--- config.mk ---
export PLATFORM = sky130hd
export DESIGN_NAME = color_key_sprite_blit
export DESIGN_NICKNAME = d
export VERILOG_FILES = /design/src/rtl/ckb_pkg.sv /design/src/rtl/ckb_cfg_regs.sv /design/src/rtl/color_key_sprite_blit.sv
export SDC_FILE = /design/constraint.sdc
export NUM_CORES = 1
export LEC_CHECK = 0
export ABC_CLOCK_PERIOD_IN_PS = 7900
export CORE_ASPECT_RATIO = 0.75
export CORE_UTILIZATION = 46
export CTS_CLUSTER_DIAMETER = 30
export DETAILED_ROUTE_END_ITERATION = 10
export DONT_BUFFER_PORTS = 1
export GPL_TIMING_DRIVEN = 0
export PLACE_DENSITY = 0.6
export SLEW_MARGIN = 5
export SYNTH_ARGS = -nofsm -noshare
export SYNTH_HDL_FRONTEND = slang
export SYNTH_SLANG_ARGS = --single-unit
--- constraint.sdc ---
create_clock -name aclk -period 7.9 [get_ports aclk]
set_input_delay 0.79 -clock aclk [delete_from_list [all_inputs] [get_ports aclk]]
set_output_delay 0.79 -clock aclk [all_outputs]
set_load 0.05 [all_outputs]
--- src/rtl/ckb_pkg.sv ---
`timescale 1ns / 1ps
`default_nettype none

package ckb_pkg;

    // Pixel and coordinate sizing
    localparam int PIXEL_BITS = 32;
    localparam int COORD_BITS = 12;
    localparam int POS_BITS   = COORD_BITS + 1;          // signed screen origin
    localparam int SUM_BITS   = COORD_BITS + 2;          // origin + window offset
    localparam int BASE_BITS  = 2 * POS_BITS;            // signed row base index
    localparam int INDEX_BITS = 24;
    localparam int CFG_IDX_BITS  = 3;
    localparam int CFG_DATA_BITS = 32;

    // Only the low PIXEL_BITS of a pixel take part
    localparam logic [31:0] PIXEL_MASK = 32'((64'd1 << PIXEL_BITS) - 64'd1);

    // Register map
    typedef enum logic [CFG_IDX_BITS-1:0] {
        REG_SCREEN_WIDTH  = 3'd0,
        REG_SCREEN_HEIGHT = 3'd1,
        REG_DEST_X        = 3'd2,
        REG_DEST_Y        = 3'd3,
        REG_WINDOW_WIDTH  = 3'd4,
        REG_WINDOW_HEIGHT = 3'd5,
        REG_KEY_COLOR     = 3'd6
    } cfg_reg_t;

    // Current register contents, fanned out to the datapath
    typedef struct packed {
        logic        [COORD_BITS-1:0] screen_width;
        logic        [COORD_BITS-1:0] screen_height;
        logic signed [POS_BITS-1:0]   dest_x;
        logic signed [POS_BITS-1:0]   dest_y;
        logic        [COORD_BITS-1:0] window_width;
        logic        [COORD_BITS-1:0] window_height;
        logic        [31:0]           key_color;
    } cfg_t;

endpackage

`default_nettype wire

--- src/rtl/ckb_cfg_regs.sv ---
`timescale 1ns / 1ps
`default_nettype none

module ckb_cfg_regs
    import ckb_pkg::*;
(
    input  wire logic                     aclk,
    input  wire logic                     aresetn,
    input  wire logic                     cfg_valid,
    output logic                          cfg_ready,
    input  wire logic [CFG_IDX_BITS-1:0]  cfg_index,
    input  wire logic [CFG_DATA_BITS-1:0] cfg_data,
    output cfg_t                          cfg
);

    cfg_t cfg_reg;
    cfg_t cfg_next;

    // Writes are always taken
    assign cfg_ready = 1'b1;
    assign cfg       = cfg_reg;

    // Register decode
    always_comb begin
        cfg_next = cfg_reg;
        if (cfg_valid) begin
            case (cfg_index)
                REG_SCREEN_WIDTH:  cfg_next.screen_width  = cfg_data[COORD_BITS-1:0];
                REG_SCREEN_HEIGHT: cfg_next.screen_height = cfg_data[COORD_BITS-1:0];
                REG_DEST_X:        cfg_next.dest_x        = $signed(cfg_data[POS_BITS-1:0]);
                REG_DEST_Y:        cfg_next.dest_y        = $signed(cfg_data[POS_BITS-1:0]);
                REG_WINDOW_WIDTH:  cfg_next.window_width  = cfg_data[COORD_BITS-1:0];
                REG_WINDOW_HEIGHT: cfg_next.window_height = cfg_data[COORD_BITS-1:0];
                REG_KEY_COLOR:     cfg_next.key_color     = cfg_data[31:0];
                default:           cfg_next = cfg_reg;  // unmapped index, ignored
            endcase
        end
    end

    always_ff @(posedge aclk) begin
        if (!aresetn) begin
            cfg_reg.screen_width  <= COORD_BITS'(320);
            cfg_reg.screen_height <= COORD_BITS'(240);
            cfg_reg.dest_x        <= '0;
            cfg_reg.dest_y        <= '0;
            cfg_reg.window_width  <= COORD_BITS'(1);
            cfg_reg.window_height <= COORD_BITS'(1);
            cfg_reg.key_color     <= '0;
        end else begin
            cfg_reg <= cfg_next;
        end
    end

endmodule

`default_nettype wire

--- src/rtl/color_key_sprite_blit.sv ---
`timescale 1ns / 1ps
`default_nettype none
// A beat accepted on s_ is registered and shows on m_ in the following cycle.
// Throughput: one pixel per cycle; the single result register refills on the
// same edge it drains, so s_ready stays high while m_ is taken every cycle.
// Reset (aresetn low, synchronous): registers return to 320x240 screen, 1x1
// window at origin, key 0; window counters and row base clear; m_valid drops.

module color_key_sprite_blit
    import ckb_pkg::*;
(
    input  wire logic                     aclk,
    input  wire logic                     aresetn,
    // configuration writes
    input  wire logic                     cfg_valid,
    output logic                          cfg_ready,
    input  wire logic [CFG_IDX_BITS-1:0]  cfg_index,
    input  wire logic [CFG_DATA_BITS-1:0] cfg_data,
    // source pixels
    input  wire logic                     s_valid,
    output logic                          s_ready,
    input  wire logic [31:0]              s_pixel_in,
    input  wire logic                     s_first_pixel,
    // framebuffer writes
    output logic                          m_valid,
    input  wire logic                     m_ready,
    output logic                          m_write_enable,
    output logic [INDEX_BITS-1:0]         m_dest_index,
    output logic [31:0]                   m_pixel_out,
    output logic                          m_window_done
);

    cfg_t cfg;

    ckb_cfg_regs u_cfg_regs (
        .aclk      (aclk),
        .aresetn   (aresetn),
        .cfg_valid (cfg_valid),
        .cfg_ready (cfg_ready),
        .cfg_index (cfg_index),
        .cfg_data  (cfg_data),
        .cfg       (cfg)
    );

    // Window walk state
    logic [COORD_BITS-1:0]       col_reg, col_next;
    logic [COORD_BITS-1:0]       row_reg, row_next;
    logic signed [BASE_BITS-1:0] base_reg, base_next;

    // Result register
    logic                  m_valid_reg, m_valid_next;
    logic                  wen_reg, wen_next;
    logic [INDEX_BITS-1:0] index_reg, index_next;
    logic [31:0]           pix_reg, pix_next;
    logic                  done_reg, done_next;

    logic                        s_beat;
    logic signed [BASE_BITS-1:0] start_base;
    logic [COORD_BITS-1:0]       col_cur, row_cur;
    logic signed [BASE_BITS-1:0] base_cur;
    logic signed [SUM_BITS-1:0]  scol, srow;
    logic                        on_screen, opaque, row_end, win_end;
    logic [31:0]                 pix;
    logic signed [BASE_BITS-1:0] index_sum;

    assign s_ready = !m_valid_reg || m_ready;
    assign s_beat  = s_valid && s_ready;

    // Row base of the window's top row
    assign start_base = BASE_BITS'(cfg.dest_y) *
                        BASE_BITS'($signed({1'b0, cfg.screen_width}));

    // A start flag restarts the walk before this pixel is placed
    assign col_cur  = s_first_pixel ? '0 : col_reg;
    assign row_cur  = s_first_pixel ? '0 : row_reg;
    assign base_cur = s_first_pixel ? start_base : base_reg;

    // Screen position and clip test
    assign scol = SUM_BITS'(cfg.dest_x) + $signed({2'b00, col_cur});
    assign srow = SUM_BITS'(cfg.dest_y) + $signed({2'b00, row_cur});
    assign on_screen = !scol[SUM_BITS-1] &&
                       (scol[POS_BITS-1:0] < {1'b0, cfg.screen_width}) &&
                       !srow[SUM_BITS-1] &&
                       (srow[POS_BITS-1:0] < {1'b0, cfg.screen_height});

    // Key compare
    assign pix    = s_pixel_in & PIXEL_MASK;
    assign opaque = pix != (cfg.key_color & PIXEL_MASK);

    // Row and window ends; a zero size behaves as one
    assign row_end = ({1'b0, col_cur} + POS_BITS'(1)) >= {1'b0, cfg.window_width};
    assign win_end = row_end &&
                     (({1'b0, row_cur} + POS_BITS'(1)) >= {1'b0, cfg.window_height});

    assign index_sum = base_cur + BASE_BITS'(scol);

    // Counter update
    always_comb begin
        col_next  = col_reg;
        row_next  = row_reg;
        base_next = base_reg;
        if (s_beat) begin
            if (win_end) begin
                col_next  = '0;
                row_next  = '0;
                base_next = start_base;
            end else if (row_end) begin
                col_next  = '0;
                row_next  = row_cur + COORD_BITS'(1);
                base_next = base_cur + $signed({{(BASE_BITS-COORD_BITS){1'b0}},
                                                cfg.screen_width});
            end else begin
                col_next  = col_cur + COORD_BITS'(1);
                row_next  = row_cur;
                base_next = base_cur;
            end
        end
    end

    // Result register load
    always_comb begin
        m_valid_next = m_valid_reg;
        wen_next     = wen_reg;
        index_next   = index_reg;
        pix_next     = pix_reg;
        done_next    = done_reg;
        if (s_beat) begin
            m_valid_next = 1'b1;
            wen_next     = on_screen && opaque;
            index_next   = on_screen ? index_sum[INDEX_BITS-1:0] : '0;
            pix_next     = pix;
            done_next    = win_end;
        end else if (m_ready) begin
            m_valid_next = 1'b0;
        end
    end

    always_ff @(posedge aclk) begin
        if (!aresetn) begin
            col_reg     <= '0;
            row_reg     <= '0;
            base_reg    <= '0;
            m_valid_reg <= 1'b0;
        end else begin
            col_reg     <= col_next;
            row_reg     <= row_next;
            base_reg    <= base_next;
            m_valid_reg <= m_valid_next;
        end
    end

    always_ff @(posedge aclk) begin
        wen_reg   <= wen_next;
        index_reg <= index_next;
        pix_reg   <= pix_next;
        done_reg  <= done_next;
    end

    assign m_valid        = m_valid_reg;
    assign m_write_enable = wen_reg;
    assign m_dest_index   = index_reg;
    assign m_pixel_out    = pix_reg;
    assign m_window_done  = done_reg;

    // An accepted pixel always leaves a result behind
    assert property (@(posedge aclk) disable iff (!aresetn)
        s_beat |=> m_valid)
        else $error("accepted pixel produced no result");

    // Window end sends the walk back to the top left corner
    assert property (@(posedge aclk) disable iff (!aresetn)
        s_beat && win_end |=> col_reg == '0 && row_reg == '0)
        else $error("counters not cleared at window end");

    // Mid-row pixel advances the column by one
    assert property (@(posedge aclk) disable iff (!aresetn)
        s_beat && !row_end |=> col_reg == $past(col_cur) + COORD_BITS'(1))
        else $error("column did not advance");

endmodule

`default_nettype wire
# ---- Yosys cells after proc, flatten, opt, wreduce, memory -nomap -nowiden
# Cells that the tools add are included.
dict set report classes {
  addsub 8
  n_mul 1
  magnitude_cmp 4
  n_eq_ne 7
  n_mux 11
  reduce_logical 19
}
# operator n
set op_table {}
lappend op_table {{$mux 26} 3}
lappend op_table {{$mux 12} 6}
lappend op_table {{$ne 32x32->1} 1}
lappend op_table {{$add 13x13->14} 2}
lappend op_table {{$add 12x1->13 const B} 2}
lappend op_table {{$add 26x13->26} 1}
lappend op_table {{$ge 13x12->1} 2}
lappend op_table {{$lt 13x12->1} 2}
lappend op_table {{$mul 13x13->26} 1}
lappend op_table {{$add 12x1->12 const B} 2}
lappend op_table {{$add 24x14->24} 1}
lappend op_table {{$reduce_and 2->1} 7}
lappend op_table {{$eq 3x3->1 const B} 3}
lappend op_table {{$eq 3x2->1 const B} 2}
lappend op_table {{$logic_and 1x1->1} 6}
lappend op_table {{$eq 3x1->1 const B} 1}
lappend op_table {{$logic_not 1->1} 3}
lappend op_table {{$logic_not 3->1} 1}
lappend op_table {{$mux 1} 2}
lappend op_table {{$reduce_bool 2->1} 1}
lappend op_table {{$logic_or 1x1->1} 1}
dict set report word_totals {
  regBits 215
  input_bits 73
  output_inout_bits 61
  wordCells 65
}

# ---- Logic depth before layout (Yosys ltp)
# Gate-level depths: netlist of run 1.
dict set report depth {
  word_depth 7
  ltp_mapped 29
  mapped_depth_nobuf 28
}

# ---- Modules after synthesis
# From an unflattened synthesis of run 1, not the netlist that was laid out.
dict set report hier_totals {
  cells_unflattened 2193
  area_unflattened_um2 19308.5
}
# module n_inst cells_each area_per_inst_um2 seq_area_each_um2
set by_module_without_submodules {}
lappend by_module_without_submodules {color_key_sprite_blit 1 1800 15338.5 2722.6}
lappend by_module_without_submodules {ckb_cfg_regs 1 393 3970.1 2122.0}

# ---- Least setup slack after synthesis of run 1
# Ideal clock, no wire load.
dict set report synth_timing {
  path_kind {flip-flop to flip-flop}
  startpoint {register u_cfg_regs.cfg_reg (netlist bit u_cfg_regs.cfg[96])}
  endpoint {register index_reg[22] (netlist: m_dest_index[22]), data pin}
  setup_ps 257
  arrival_ps 6465
  required_time_ps 7643
  setup_slack_ps 1179
  stages_incl_launch_ff 25
  n_path_buf 2
  cell_sequence {dfxtp_1 clkbuf_1 and2_1 fa_1 inv_1 fa_1 inv_1 fa_1 fa_1 inv_1 fa_1 inv_1 ha_1 buf_2 nand2_1 inv_1 nand4_1 a31o_1 a221o_1 mux2_2 ha_1 a21o_1 a221oi_1 xor2_1 nor2_1}
}
dict set report synth_between {
  elab_chain_cells 4
  elab_cells_between_ends 7
  cone_classes {add/sub: 1; mul: 1; order compare: 1; mux: 1; reduce/logical: 3}
}
# item line
set synth_lines {}
lappend synth_lines {{start, declared} ckb_cfg_regs.sv:16} ;# cfg_t cfg_reg;
lappend synth_lines {{start signal, assigned} ckb_cfg_regs.sv:50} ;# cfg_reg <= cfg_next;
lappend synth_lines {{branches (longest 4 deep; another with $mul 13x13->26)} -}
lappend synth_lines {{end signal, assigned} color_key_sprite_blit.sv:154} ;# index_reg <= index_next;
lappend synth_lines {{end, declared} color_key_sprite_blit.sv:53} ;# logic [INDEX_BITS-1:0] index_reg, index_next;
# Parallel ways; which one is timed is not known.
# A chain may end at the register's enable or synchronous reset.

# ---- Final worst setup path of run 1
dict set report layout_timing {
  startpoint {register u_cfg_regs.cfg_reg (netlist bit u_cfg_regs.cfg[99])}
  endpoint {register index_reg[22] (netlist: m_dest_index[22]), data pin}
}
# Same word-level chain as after synthesis.

==> results_tabular.tex, run 1 <==
\begin{tabular}{lr}
\hline
Metric & Value \\
\hline
\multicolumn{2}{l}{\textbf{Synth}} \\
\quad Synth Area in XOR/XNOR & 5.61\% \\
\quad Simple logic cell fraction of the synthesized area & 18.4\% \\
\quad Synth Instances & 2285 \\
\quad Count of flip-flops with a built-in enable after synthesis & 58 \\
\quad Adder-cell share of the synthesized area & 25.7\% \\
\quad Top post-synthesis cells by area & dfxtp\_1, fa\_1, ha\_1 \\
\quad Async SR Flop Fraction & 0\% \\
\quad Area of the mapped netlist & 19200 sq um \\
\quad Post-synth cell types & 96 \\
\quad Synth Area in Compound Gates & 15.4\% \\
\quad Dominant combinational cell family by area after synthesis & adder cells \\
\quad Ys flop type & dfxtp\_1 \\
\quad Synthesized flop and latch total & 213 \\
\quad Cell type with the highest aggregate area in the netlist & dfxtp\_1 \\
\quad Synth Net Count & 2665 \\
\quad Synthesized area per cell & 8.40 sq um \\
\quad YS warnings & 0 \\
\quad Sequential area share after synthesis & 25.2\% \\
\quad Mux contribution to synthesized area & 1.55\% \\
\quad Synth top area share & 16.2\% \\
\multicolumn{2}{l}{\textbf{Power and ir drop}} \\
\quad Switching power & 1.03 mW \\
\quad Clock network fraction of design power & 47.8\% \\
\quad Leakage power figure & 9.19 nW \\
\quad Fraction of power spent switching nets & 30.7\% \\
\quad Design internal power & 2.33 mW \\
\quad Register share of total power & 38.3\% \\
\quad Worst IR drop on VDD & 0.175 mV \\
\quad Combinational share of power & 13.9\% \\
\quad Power density normalized to cell area & 158 nW/um\^{}2 \\
\multicolumn{2}{l}{\textbf{Placement}} \\
\quad Worst-case setup slack after placement & 0.0622 ns \\
\quad \# port buffers & 0 \\
\quad Global placer's final weighted congestion & 0.923 \\
\quad DP Wirelength & 48.0 mm \\
\multicolumn{2}{l}{\textbf{Min path}} \\
\quad Origin of the worst min-delay path & s\_pixel\_in[8] \\
\quad Path class of the lowest-slack min-delay path & in -> reg \\
\multicolumn{2}{l}{\textbf{Timing}} \\
\quad Highest achievable clock rate & 133 MHz \\
\quad Worst Hold Margin & 0.340 ns \\
\quad Final number of setup-violating endpoints & 0 \\
\quad Unrepaired setup endpoints after global routing & no \\
\quad Max Clock Skew & 0.0450 ns \\
\quad Slew at the pin with the worst max-slew slack & 1.33 ns \\
\quad Slew Limit Headroom & 11.5\% \\
\quad Smallest setup slack after layout & 0.395 ns \\
\quad Ratio of final minimum period to clock period & 95.0\% \\
\quad Hold Fails Final Rpt & 0 \\
\quad Pins Over Slew Limit & 0 \\
\quad Time the worst path needs with I/O delays and setup & 7.51 ns \\
\quad Total Negative Setup Slacks & 0 ns \\
\multicolumn{2}{l}{\textbf{Route}} \\
\quad Number of routed nets with antenna violations & 0 \\
\quad Avg Vias per Cell & 5.64 \\
\quad First DRT Iteration DRCs & 1549 \\
\quad Top routing layer in use & met4 \\
\quad Total detailed-routing wirelength & 60.7 mm \\
\quad Detailed-route wire length on metal 1 & 29.8 mm \\
\quad Met2 Routed Length & 25.2 mm \\
\quad Met3 routed WL & 4.45 mm \\
\quad Post-route DRC & 0 \\
\quad Total iterations of the first detailed-routing run & 6 \\
\quad Vias after detailed routing & 16400 \\
\quad Routed length per placed instance & 20.8 um \\
\multicolumn{2}{l}{\textbf{Floorplan}} \\
\quad I/O pins & 134 \\
\quad Std-Cell Rows & 64 \\
\quad Chip height & 179 um \\
\quad Die outline area & 42500 sq um \\
\quad Starting density of the core & 46.9\% \\
\quad Core box area & 40900 sq um \\
\quad Die span in x & 238 um \\
\multicolumn{2}{l}{\textbf{Setup path}} \\
\quad Kind of start point of the critical path & flip-flop \\
\quad Crit-path max FO & 10 \\
\quad Startpoint of the worst register-to-register path & u\_cfg\_regs.cfg[99]\$\_SDFFE\_PN0P\_ \\
\quad Most repeated library cell on the critical path & fa\_1 \\
\quad Crit path required time & 8.17 ns \\
\quad Kind of end point of the critical path & flip-flop \\
\quad Crit-path max cell delay & 0.56 ns \\
\quad Worst setup startpoint & u\_cfg\_regs.cfg[99]\$\_SDFFE\_PN0P\_ \\
\quad Worst-path cell with the longest stage delay & fa\_1 \\
\quad Startpoint-to-endpoint class of the critical path & reg -> reg \\
\quad Data arrival time of the critical path & 7.77 ns \\
\multicolumn{2}{l}{\textbf{Global routing}} \\
\quad Number of global-route vias before repair & 16100 \\
\quad Wire length of the first global-routing pass & 93.1 mm \\
\quad Pin count of the biggest net entering global routing & 68 \\
\quad GRT Total Usage & 28.7\% \\
\quad Remaining global-route overflow & 0 \\
\quad Initial antenna violation count & 1 \\
\multicolumn{2}{l}{\textbf{Finish}} \\
\quad Number of nets at the end of the flow & 2708 \\
\quad Share of cells above drive strength 1 & 6.41\% \\
\quad Multi-input gate area & 12800 sq um \\
\quad Sequential cell area & 4850 sq um \\
\quad Flip-flop count of the largest register after layout & 106 \\
\quad Diodes inserted & 0 \\
\quad Fill cell count & 3934 \\
\quad Area growth, synth to finish & 10.6\% \\
\multicolumn{2}{l}{\textbf{Clocking}} \\
\quad CTS H-Tree Depth & 2 \\
\quad Count of hold-fix buffers inserted at cts & 0 \\
\quad Clock Pin Slew Worst Setup and Hold Paths & 0.06 ns \\
\quad Clock buffer count from CTS & 37 \\
\quad Maximum buffer depth of the clock tree & 3 \\
\quad Buffer type at the clock tree root & clkbuf\_16 \\
\quad Clock latency on the worst-skew pair & 0.54 ns \\
\quad CTS tree & built \\
\quad TritonCTS sink count & 213 \\
\multicolumn{2}{l}{\textbf{Status}} \\
\quad Status & finished clean \\
\multicolumn{2}{l}{\textbf{Job}} \\
\quad Max-cap violations & 0 \\
\hline
\end{tabular}
[repair_timing]
action                     CTS  global route
hold endpoints to repair     0             0
gates resized for setup      0            38
buffers inserted             0             4
setup endpoints to repair    0             7
[path summary, 6_finish.rpt]
path / to / slack (ns) / depth (start not counted)
worst max register to register: m_dest_index[22]$_SDFFCE_PN0P_ / 0.39 / 27
worst min register to register: base_reg[10]$_SDFFE_PN0P_ / 0.45 / 2
worst max-delay path: m_dest_index[22]$_SDFFCE_PN0P_ / 0.39 / 27
worst min-delay path: m_pixel_out[8]$_DFFE_PP_ / 0.34 / 0
[per-layer routing]
layer,up-vias,track usage [%]
met3,84,5.17
met4,0,6.37
met1,8068,43.2
li1,7693,-
met2,590,42.3
met5,-,0
[synthesized netlist by cell type, drive strengths merged, types with 58 or more instances]
cell      n
ha      163
dfxtp   155
edfxtp   58
and2     92
nand2   378
clkbuf   78
a21oi   220
xnor2    92
o21ai    76
nor2    117
inv     292
fa      144
[worst max-delay path, delay by kind of cell (launching register included)]
family / cells / cell delay (ns)
adders and majority gates: 7 / 3.42
AOI/OAI and AO/OA: 9 / 1.87
buffers and inverters: 5 / 0.66
DFF: 1 / 0.54
and+or+nand+nor: 5 / 0.53
xor gates and xnor gates: 1 / 0.18
[power by group through the flow]
stage / combinational [mW] / clock (mW) / sequential [mW]
floorplan: 0.321 / 0 / 1.29
global placement: 0.447 / 0 / 1.31
detailed placement: 0.455 / 0 / 1.31
CTS: 0.458 / 1.62 / 1.29
global route: 0.507 / 1.67 / 1.29
finish: 0.469 / 1.61 / 1.29
[per-stage QoR]
step | std cells | power [mW] | utilization [%] | area [sq um]
finish | 2916 | 3.36 | 51.9 | 21200
global route | 2916 | 3.47 | 51.9 | 21200
CTS | 2912 | 3.36 | 51.6 | 21100
detailed placement | 2846 | 1.76 | 48.6 | 19900
global placement | 2846 | 1.75 | 48.6 | 19900
floorplan | 2285 | 1.62 | - | 19200
[layout make-up]
| class | count | share of cell area, % |
|---|---|---|
| multi-input combinational | 1685 | 60.5 |
| sequential | 213 | 22.8 |
| inverter | 293 | 5.20 |
| clock buffer | 44 | 4.78 |
| tap | 561 | 3.31 |
| buffer | 94 | 2.19 |
| clock inverter | 22 | 1.07 |
| timing repair buffer | 4 | 0.142 |
[placed cells by master (no fill, tap or decap), types with 12 or more instances in the layout]
cell type,count
nand2_1,377
inv_1,289
a21oi_1,220
ha_1,163
dfxtp_1,154
fa_1,143
nor2_1,117
and2_1,91
xnor2_1,90
o21ai_0,66
clkbuf_1,62
edfxtp_1,58
clkbuf_16,39
nand3_1,37
nor2b_1,33
a21o_1,31
xor2_1,29
o211ai_1,21
nor3_1,21
nand4_1,20
a211oi_1,16
clkbuf_2,14
mux2i_1,13
mux2_2,13
nand2b_1,12
[kinds of logic (layout without fill, tap and decap cells)]
kind of cell	count (synthesis)	count (layout)
flip-flops	213	213
other	1	1
multiplexers	28	28
buffers and inverters	387	457
AND/OR/NAND/NOR	761	761
XOR/XNOR	122	122
AO/OA/AOI/OAI	466	466
adder cells (fa/ha/maj)	307	307
Power figures use the tool's default switching activity.
==> run 2: changes to the inputs <==
--- a/config.mk
+++ b/config.mk
@@ -7,12 +7,13 @@
 export LEC_CHECK = 0
 export ABC_CLOCK_PERIOD_IN_PS = 7900
 export CORE_ASPECT_RATIO = 0.75
-export CORE_UTILIZATION = 46
+export CORE_UTILIZATION = 45
 export CTS_CLUSTER_DIAMETER = 30
 export DETAILED_ROUTE_END_ITERATION = 10
 export DONT_BUFFER_PORTS = 1
 export GPL_TIMING_DRIVEN = 0
-export PLACE_DENSITY = 0.6
+export PLACE_DENSITY = 0.59
+export RECOVER_POWER = 25
 export SLEW_MARGIN = 5
 export SYNTH_ARGS = -nofsm -noshare
 export SYNTH_HDL_FRONTEND = slang
==> results_tabular.tex, run 2 (synthesized netlist as in run 1, its figures left out) <==
\begin{tabular}{lr}
\hline
Metric & Value \\
\hline
\multicolumn{2}{l}{\textbf{Finish}} \\
\quad Number of nets at the end of the flow & 2703 (-0.18\%) \\
\quad Share of cells above drive strength 1 & 6.30\% (-0.11 points) \\
\quad Most frequent cells in the layout & nand2\_1, inv\_1, a21oi\_1, ha\_1, dfxtp\_1 \\
\quad Utilization after layout & 50.3\% (-1.6 points) \\
\quad Non-Filler Cell Area, Final & 21200 sq um (-0.32\%) \\
\quad Flip-flop count of the largest register after layout & 106 (unchanged) \\
\quad Area growth, synth to finish & 10.2\% \\
\quad Most common cell after layout, fill and taps aside & nand2\_1 \\
\quad Fill cell count & 4049 (+2.9\%) \\
\quad Sequential cell area & 4850 sq um (about the same) \\
\quad Multi-input gate area & 12800 sq um (unchanged) \\
\quad Diodes inserted & 0 (unchanged) \\
\multicolumn{2}{l}{\textbf{Global routing}} \\
\quad Wire length of the first global-routing pass & 93.9 mm (+0.90\%) \\
\quad Number of global-route vias before repair & 16100 (+0.099\%) \\
\quad Remaining global-route overflow & 0 (unchanged) \\
\quad Initial antenna violation count & 0 (-1) \\
\quad GRT Total Usage & 28.3\% (-0.43 points) \\
\quad Pin count of the biggest net entering global routing & 68 (unchanged) \\
\multicolumn{2}{l}{\textbf{Timing}} \\
\quad Hold Fails Final Rpt & 0 (unchanged) \\
\quad Final number of setup-violating endpoints & 0 (unchanged) \\
\quad Time the worst path needs with I/O delays and setup & 7.55 ns (+0.0451 ns) \\
\quad Total Negative Setup Slacks & 0 ns (unchanged) \\
\quad Ratio of final minimum period to clock period & 95.6\% (+0.57 points) \\
\quad Max Clock Skew & 0.0390 ns (-0.00600 ns) \\
\quad Smallest setup slack after layout & 0.350 ns (-0.0451 ns) \\
\quad Slew at the pin with the worst max-slew slack & 1.32 ns (-0.00787 ns) \\
\quad Pins Over Slew Limit & 0 (unchanged) \\
\quad Worst Hold Margin & 0.347 ns (+0.00717 ns) \\
\quad Slew Limit Headroom & 12.1\% (+0.52 points) \\
\quad Highest achievable clock rate & 132 MHz (-0.60\%) \\
\quad Unrepaired setup endpoints after global routing & no \\
\multicolumn{2}{l}{\textbf{Setup path}} \\
\quad Startpoint-to-endpoint class of the critical path & reg -> reg \\
\quad Crit-path max FO & 10 (unchanged) \\
\quad Kind of end point of the critical path & flip-flop \\
\quad Crit path required time & 8.16 ns (about the same) \\
\quad Data arrival time of the critical path & 7.81 ns (+0.04 ns) \\
\quad Kind of start point of the critical path & flip-flop \\
\multicolumn{2}{l}{\textbf{Power and ir drop}} \\
\quad Power density normalized to cell area & 157 nW/um\^{}2 (-0.94\%) \\
\quad Leakage power figure & 9.18 nW (-0.15\%) \\
\quad Worst IR drop on VDD & 0.184 mV (+5.5\%) \\
\multicolumn{2}{l}{\textbf{Floorplan}} \\
\quad Die outline area & 43500 sq um (+2.2\%) \\
\quad Core box area & 42000 sq um (+2.8\%) \\
\quad Std-Cell Rows & 65 (+1.6\%) \\
\quad Chip height & 181 um (+1.1\%) \\
\quad I/O pins & 134 (unchanged) \\
\quad Die span in x & 240 um (+1.1\%) \\
\quad Starting density of the core & 45.6\% (-1.3 points) \\
\multicolumn{2}{l}{\textbf{Route}} \\
\quad Vias after detailed routing & 16400 (-0.33\%) \\
\quad Total iterations of the first detailed-routing run & 8 (+2) \\
\quad Post-route DRC & 0 (unchanged) \\
\quad Number of routed nets with antenna violations & 0 (unchanged) \\
\quad First DRT Iteration DRCs & 1305 (-16\%) \\
\quad Total detailed-routing wirelength & 60.9 mm (+0.32\%) \\
\quad Routed length per placed instance & 20.9 um (+0.29\%) \\
\quad Avg Vias per Cell & 5.62 (-0.36\%) \\
\multicolumn{2}{l}{\textbf{Placement}} \\
\quad DP Wirelength & 47.8 mm (-0.26\%) \\
\quad Placed standard-cell area & 19900 sq um (about the same) \\
\quad \# port buffers & 0 (unchanged) \\
\quad Worst-case setup slack after placement & 0.0188 ns (-0.0434 ns) \\
\quad Global placer's final weighted congestion & 0.918 (-0.54\%) \\
\multicolumn{2}{l}{\textbf{Clocking}} \\
\quad Clock latency on the worst-skew pair & 0.54 ns (about the same) \\
\quad Clock Pin Slew Worst Setup and Hold Paths & 0.06 ns (about the same) \\
\quad CTS tree & built \\
\quad TritonCTS sink count & 213 (unchanged) \\
\quad Maximum buffer depth of the clock tree & 3 (unchanged) \\
\quad CTS H-Tree Depth & 2 (unchanged) \\
\quad Count of hold-fix buffers inserted at cts & 0 (unchanged) \\
\quad Buffer type at the clock tree root & clkbuf\_16 \\
\quad Clock buffer count from CTS & 37 (unchanged) \\
\multicolumn{2}{l}{\textbf{Job}} \\
\quad Max-cap violations & 0 (unchanged) \\
\multicolumn{2}{l}{\textbf{Status}} \\
\quad Status & finished clean \\
\multicolumn{2}{l}{\textbf{Min path}} \\
\quad Path class of the lowest-slack min-delay path & in -> reg \\
\hline
\end{tabular}
-- run 2: cell types whose count changed in the layout (fill, tap and decap cells not counted), sizes merged --
cell,previous run,this run
buf,20,17
clkbuf,122,120
inv,299,298
clkinv,11,12
clkinvlp,3,1
-- run 2: report_power, final --
part | internal [mW] | switching [mW]
Sequential | 1.18 | 0.108
Clock | 0.972 | 0.592
Combinational | 0.155 | 0.314
-- run 2: per-stage QoR --
stage | power [mW] | cells
finish | 3.32 | 2917
global route | 3.43 | 2917
CTS | 3.32 | 2918
detailed placement | 1.76 | 2854
global placement | 1.76 | 2854
floorplan | 1.62 | 2285
-- run 2: worst paths after layout --
check,slack (ns),from,depth (start not counted),end
worst max-delay path,0.35,u_cfg_regs.cfg[99]$_SDFFE_PN0P_,24,m_dest_index[22]$_SDFFCE_PN0P_
worst min-delay path,0.35,s_pixel_in[21],0,m_pixel_out[21]$_DFFE_PP_
worst max register to register,0.35,u_cfg_regs.cfg[99]$_SDFFE_PN0P_,24,m_dest_index[22]$_SDFFCE_PN0P_
worst min register to register,0.45,col_reg[6]$_SDFFE_PN0P_,2,col_reg[6]$_SDFFE_PN0P_
-- run 2: final cells by class --
| class | count | share of cell area, % |
|---|---|---|
| well taps | 569 | 3.37 |
| clock buffers | 44 | 4.70 |
| clock inverters | 20 | 0.947 |
| plain buffers | 93 | 2.21 |
| flip-flops and latches | 213 | 22.9 |
| multi-input cells | 1685 | 60.7 |
| inverters | 293 | 5.20 |
-- run 2: repair_timing --
item,4_1_cts,5_1_grt
buffers inserted,0,0
gates resized for setup,1,46
endpoints found under the setup margin,1,7
-- run 2: layer usage --
layer / vias to the layer above / wire (um) / share of wire, % / track usage, %
met3: 99 / 4960 / 8.1 / 5.38
met1: 7972 / 29600 / 49 / 42.9
li1: 7691 / - / - / -
met5: - / 0 / 0 / 0
met4: 0 / 1440 / 2.4 / 7.16
met2: 619 / 24900 / 41 / 40.6
-- run 2: worst max-delay path: stages, from the launching register on --
cell	delay, ns
dfxtp_1	0.55
clkbuf_2	0.34
nand2_1	0.12
fa_1	0.52
fa_1	0.58
inv_1	0.07
fa_1	0.46
fa_1	0.55
inv_1	0.05
fa_1	0.53
inv_1	0.05
ha_1	0.38
a21oi_1	0.24
and2_1	0.21
o21ai_0	0.11
a221oi_1	0.46
o21ai_0	0.30
xor2_2	0.26
mux2i_2	0.36
inv_1	0.08
ha_1	0.35
and3_1	0.17
a221oi_1	0.31
xor2_1	0.18
nor2_1	0.05
==> run 3: changes to the inputs <==
--- a/config.mk
+++ b/config.mk
@@ -5,14 +5,14 @@
 export SDC_FILE = /design/constraint.sdc
 export NUM_CORES = 1
 export LEC_CHECK = 0
-export ABC_CLOCK_PERIOD_IN_PS = 7900
+export ABC_CLOCK_PERIOD_IN_PS = 8700
+export BUFFER_PORTS_ARGS = -buffer_cell sky130_fd_sc_hd__buf_2
 export CORE_ASPECT_RATIO = 0.75
 export CORE_UTILIZATION = 45
-export CTS_CLUSTER_DIAMETER = 30
+export CTS_CLUSTER_DIAMETER = 200
 export DETAILED_ROUTE_END_ITERATION = 10
-export DONT_BUFFER_PORTS = 1
 export GPL_TIMING_DRIVEN = 0
-export PLACE_DENSITY = 0.59
+export PLACE_DENSITY = 0.61
 export RECOVER_POWER = 25
 export SLEW_MARGIN = 5
 export SYNTH_ARGS = -nofsm -noshare
==> constraint.sdc (replaced) <==
create_clock -name aclk -period 8.7 [get_ports aclk]
set_input_delay 0.87 -clock aclk [delete_from_list [all_inputs] [get_ports aclk]]
set_output_delay 0.87 -clock aclk [all_outputs]
set_load 0.05 [all_outputs]
==> results_tabular.tex, run 3 (synthesized netlist as in run 1, its figures left out) <==
\begin{tabular}{lr}
\hline
Metric & Value \\
\hline
\multicolumn{2}{l}{\textbf{Power and ir drop}} \\
\quad Power density normalized to cell area & 126 nW/um\^{}2 (-20\%) \\
\quad Power after layout & 2.68 mW (-19\%) \\
\quad Leakage power figure & 9.35 nW (+1.9\%) \\
\quad Worst IR drop on VDD & 0.139 mV (-25\%) \\
\multicolumn{2}{l}{\textbf{Timing}} \\
\quad Total Negative Setup Slacks & 0 ns (unchanged) \\
\quad Pins Over Slew Limit & 0 (unchanged) \\
\quad Ratio of final minimum period to clock period & 91.4\% (-4.2 points) \\
\quad Unrepaired setup endpoints after global routing & no \\
\quad Max Clock Skew & 0.0339 ns (-0.00515 ns) \\
\quad Highest achievable clock rate & 126 MHz (-5.0\%) \\
\quad Time the worst path needs with I/O delays and setup & 7.95 ns (+0.400 ns) \\
\quad Final number of setup-violating endpoints & 0 (unchanged) \\
\quad Slew at the pin with the worst max-slew slack & 1.44 ns (+0.118 ns) \\
\quad Hold Fails Final Rpt & 0 (unchanged) \\
\quad Worst Hold Margin & 0.453 ns (+0.106 ns) \\
\quad Smallest setup slack after layout & 0.749 ns (+0.400 ns) \\
\quad Slew Limit Headroom & 4.20\% (-7.9 points) \\
\multicolumn{2}{l}{\textbf{Route}} \\
\quad First DRT Iteration DRCs & 1383 (+6.0\%) \\
\quad Vias after detailed routing & 16700 (+2.0\%) \\
\quad Total iterations of the first detailed-routing run & 5 (-3) \\
\quad Total detailed-routing wirelength & 61.0 mm (+0.17\%) \\
\quad Routed length per placed instance & 20.1 um (-3.5\%) \\
\quad Avg Vias per Cell & 5.52 (-1.8\%) \\
\quad Number of routed nets with antenna violations & 0 (unchanged) \\
\quad Post-route DRC & 0 (unchanged) \\
\multicolumn{2}{l}{\textbf{Setup path}} \\
\quad R2R Path End & m\_dest\_index[22]\$\_SDFFCE\_PN0P\_ \\
\quad R2R cell count & 24 (unchanged) \\
\quad Crit path required time & 8.98 ns (+0.82 ns) \\
\quad Crit-path max FO & 10 (unchanged) \\
\quad Startpoint-to-endpoint class of the critical path & reg -> reg \\
\quad Startpoint of the worst register-to-register path & u\_cfg\_regs.cfg[99]\$\_SDFFE\_PN0P\_ \\
\quad Kind of start point of the critical path & flip-flop \\
\quad Minimum setup slack among reg-to-reg paths & 0.75 ns (+0.40 ns) \\
\quad Kind of end point of the critical path & flip-flop \\
\quad Data arrival time of the critical path & 8.23 ns (+0.42 ns) \\
\multicolumn{2}{l}{\textbf{Floorplan}} \\
\quad Die span in x & 240 um (unchanged) \\
\quad Std-Cell Rows & 65 (unchanged) \\
\quad I/O pins & 134 (unchanged) \\
\quad Starting density of the core & 45.6\% (unchanged) \\
\quad Chip height & 181 um (unchanged) \\
\quad Die outline area & 43500 sq um (unchanged) \\
\quad Core box area & 42000 sq um (unchanged) \\
\multicolumn{2}{l}{\textbf{Finish}} \\
\quad Share of cells above drive strength 1 & 8.14\% (+1.8 points) \\
\quad Post-route non-filler standard cell count & 3028 (+3.8\%) \\
\quad Most frequent cells in the layout & nand2\_1, inv\_1, a21oi\_1, ha\_1, dfxtp\_1 \\
\quad Area growth, synth to finish & 11.1\% \\
\quad Number of nets at the end of the flow & 2821 (+4.4\%) \\
\quad Utilization after layout & 50.7\% (+0.38 points) \\
\quad Non-Filler Cell Area, Final & 21300 sq um (+0.75\%) \\
\quad Flip-flop count of the largest register after layout & 106 (unchanged) \\
\quad Most common cell after layout, fill and taps aside & nand2\_1 \\
\multicolumn{2}{l}{\textbf{Global routing}} \\
\quad Remaining global-route overflow & 0 (unchanged) \\
\quad Number of global-route vias before repair & 16300 (+1.1\%) \\
\quad Wire length of the first global-routing pass & 94.3 mm (+0.45\%) \\
\quad Initial antenna violation count & 4 (+4) \\
\quad GRT Total Usage & 28.3\% (about the same) \\
\quad Pin count of the biggest net entering global routing & 68 (unchanged) \\
\multicolumn{2}{l}{\textbf{Placement}} \\
\quad Worst-case setup slack after placement & 0.854 ns (+0.835 ns) \\
\quad DP Wirelength & 48.3 mm (+1.0\%) \\
\quad Cell total after placement & 2986 (+4.6\%) \\
\quad Placed standard-cell area & 20600 sq um (+3.3\%) \\
\quad Global placer's final weighted congestion & 0.965 (+5.1\%) \\
\quad \# port buffers & 132 (+132) \\
\multicolumn{2}{l}{\textbf{Clocking}} \\
\quad Buffer type at the clock tree root & clkbuf\_16 \\
\quad CTS H-Tree Depth & 1 (-1) \\
\quad Post-CTS setup buffer count & 0 (unchanged) \\
\quad Count of hold-fix buffers inserted at cts & 0 (unchanged) \\
\quad CTS tree & built \\
\quad Post-cts gate resize count & 0 (-1) \\
\quad Clock buffer count from CTS & 22 (-41\%) \\
\quad Clock Pin Slew Worst Setup and Hold Paths & 0.07 ns (about the same) \\
\quad TritonCTS sink count & 213 (unchanged) \\
\quad Clock latency on the worst-skew pair & 0.56 ns (+0.02 ns) \\
\quad Maximum buffer depth of the clock tree & 3 (unchanged) \\
\multicolumn{2}{l}{\textbf{Min path}} \\
\quad Min-Delay Path Depth & 2 (+2) \\
\quad Origin of the worst min-delay path & col\_reg[6]\$\_SDFFE\_PN0P\_ \\
\quad Hold Path Sink & col\_reg[6]\$\_SDFFE\_PN0P\_ \\
\quad Path class of the lowest-slack min-delay path & reg -> reg \\
\multicolumn{2}{l}{\textbf{Status}} \\
\quad Status & finished clean \\
\multicolumn{2}{l}{\textbf{Job}} \\
\quad Max-cap violations & 0 (unchanged) \\
\hline
\end{tabular}
run 3: critical path, cell delays in order, from the launching register on:
cell and delay, ns:
dfxtp_1 0.59, clkbuf_1 0.53, nand2_1 0.17, fa_1 0.53, fa_1 0.56, inv_1 0.06, fa_1 0.46, fa_1 0.55
inv_1 0.06, fa_1 0.53, inv_1 0.05, ha_1 0.36, a21oi_1 0.24, a21oi_1 0.12, a211oi_1 0.38, a21oi_1 0.12
a211oi_1 0.73, inv_1 0.11, ha_1 0.35, or3_1 0.35, o21ai_0 0.11, a21oi_1 0.11, a221oi_1 0.33, xor2_1 0.19
nor2_1 0.05
run 3: worst max path at each step:
stage,startpoint,end,slack [ns]
5_1_grt,u_cfg_regs.cfg[95]$_SDFFE_PN0P_,m_dest_index[22]$_SDFFCE_PN0P_,0.36
6_report,u_cfg_regs.cfg[99]$_SDFFE_PN0P_,m_dest_index[22]$_SDFFCE_PN0P_,0.75
3_5_place_dp,u_cfg_regs.cfg[95]$_SDFFE_PN0P_,m_dest_index[22]$_SDFFCE_PN0P_,0.85
4_1_cts,u_cfg_regs.cfg[103]$_SDFFE_PN0P_,m_dest_index[22]$_SDFFCE_PN0P_,0.81
3_3_place_gp,u_cfg_regs.cfg[103]$_SDFFE_PN0P_,m_dest_index[22]$_SDFFCE_PN0P_,0.93
2_1_floorplan,u_cfg_regs.cfg[96]$_SDFFE_PN0P_,m_dest_index[22]$_SDFFCE_PN0P_,1.98
run 3: area by class of cell:
| class | count | area [sq um] |
|---|---|---|
| diodes | 2 | 5.00 |
| plain buffers | 94 | 448 |
| clock buffers | 25 | 593 |
| clock inverters | 15 | 190 |
| fillers | 4115 | 20700 |
| inverters | 293 | 1100 |
| multi-input cells | 1685 | 12800 |
| flip-flops and latches | 213 | 4840 |
| well taps | 569 | 712 |
| repair buffers | 132 | 621 |
run 3: metal layers:
layer | GRT usage (%) | vias to the layer above | wire length [um]
met3 | 5.47 | 77 | 5040
li1 | - | 7898 | -
met5 | 0 | - | 12
met2 | 41.9 | 585 | 25800
met1 | 42.6 | 8142 | 29200
met4 | 4.89 | 2 | 971
run 3: where the power goes:
part | leakage, nW | switching [mW] | internal (mW)
clock | 0.385 | 0.454 | 0.589
sequential | 1.83 | 0.0241 | 1.07
combinational | 7.14 | 0.389 | 0.162
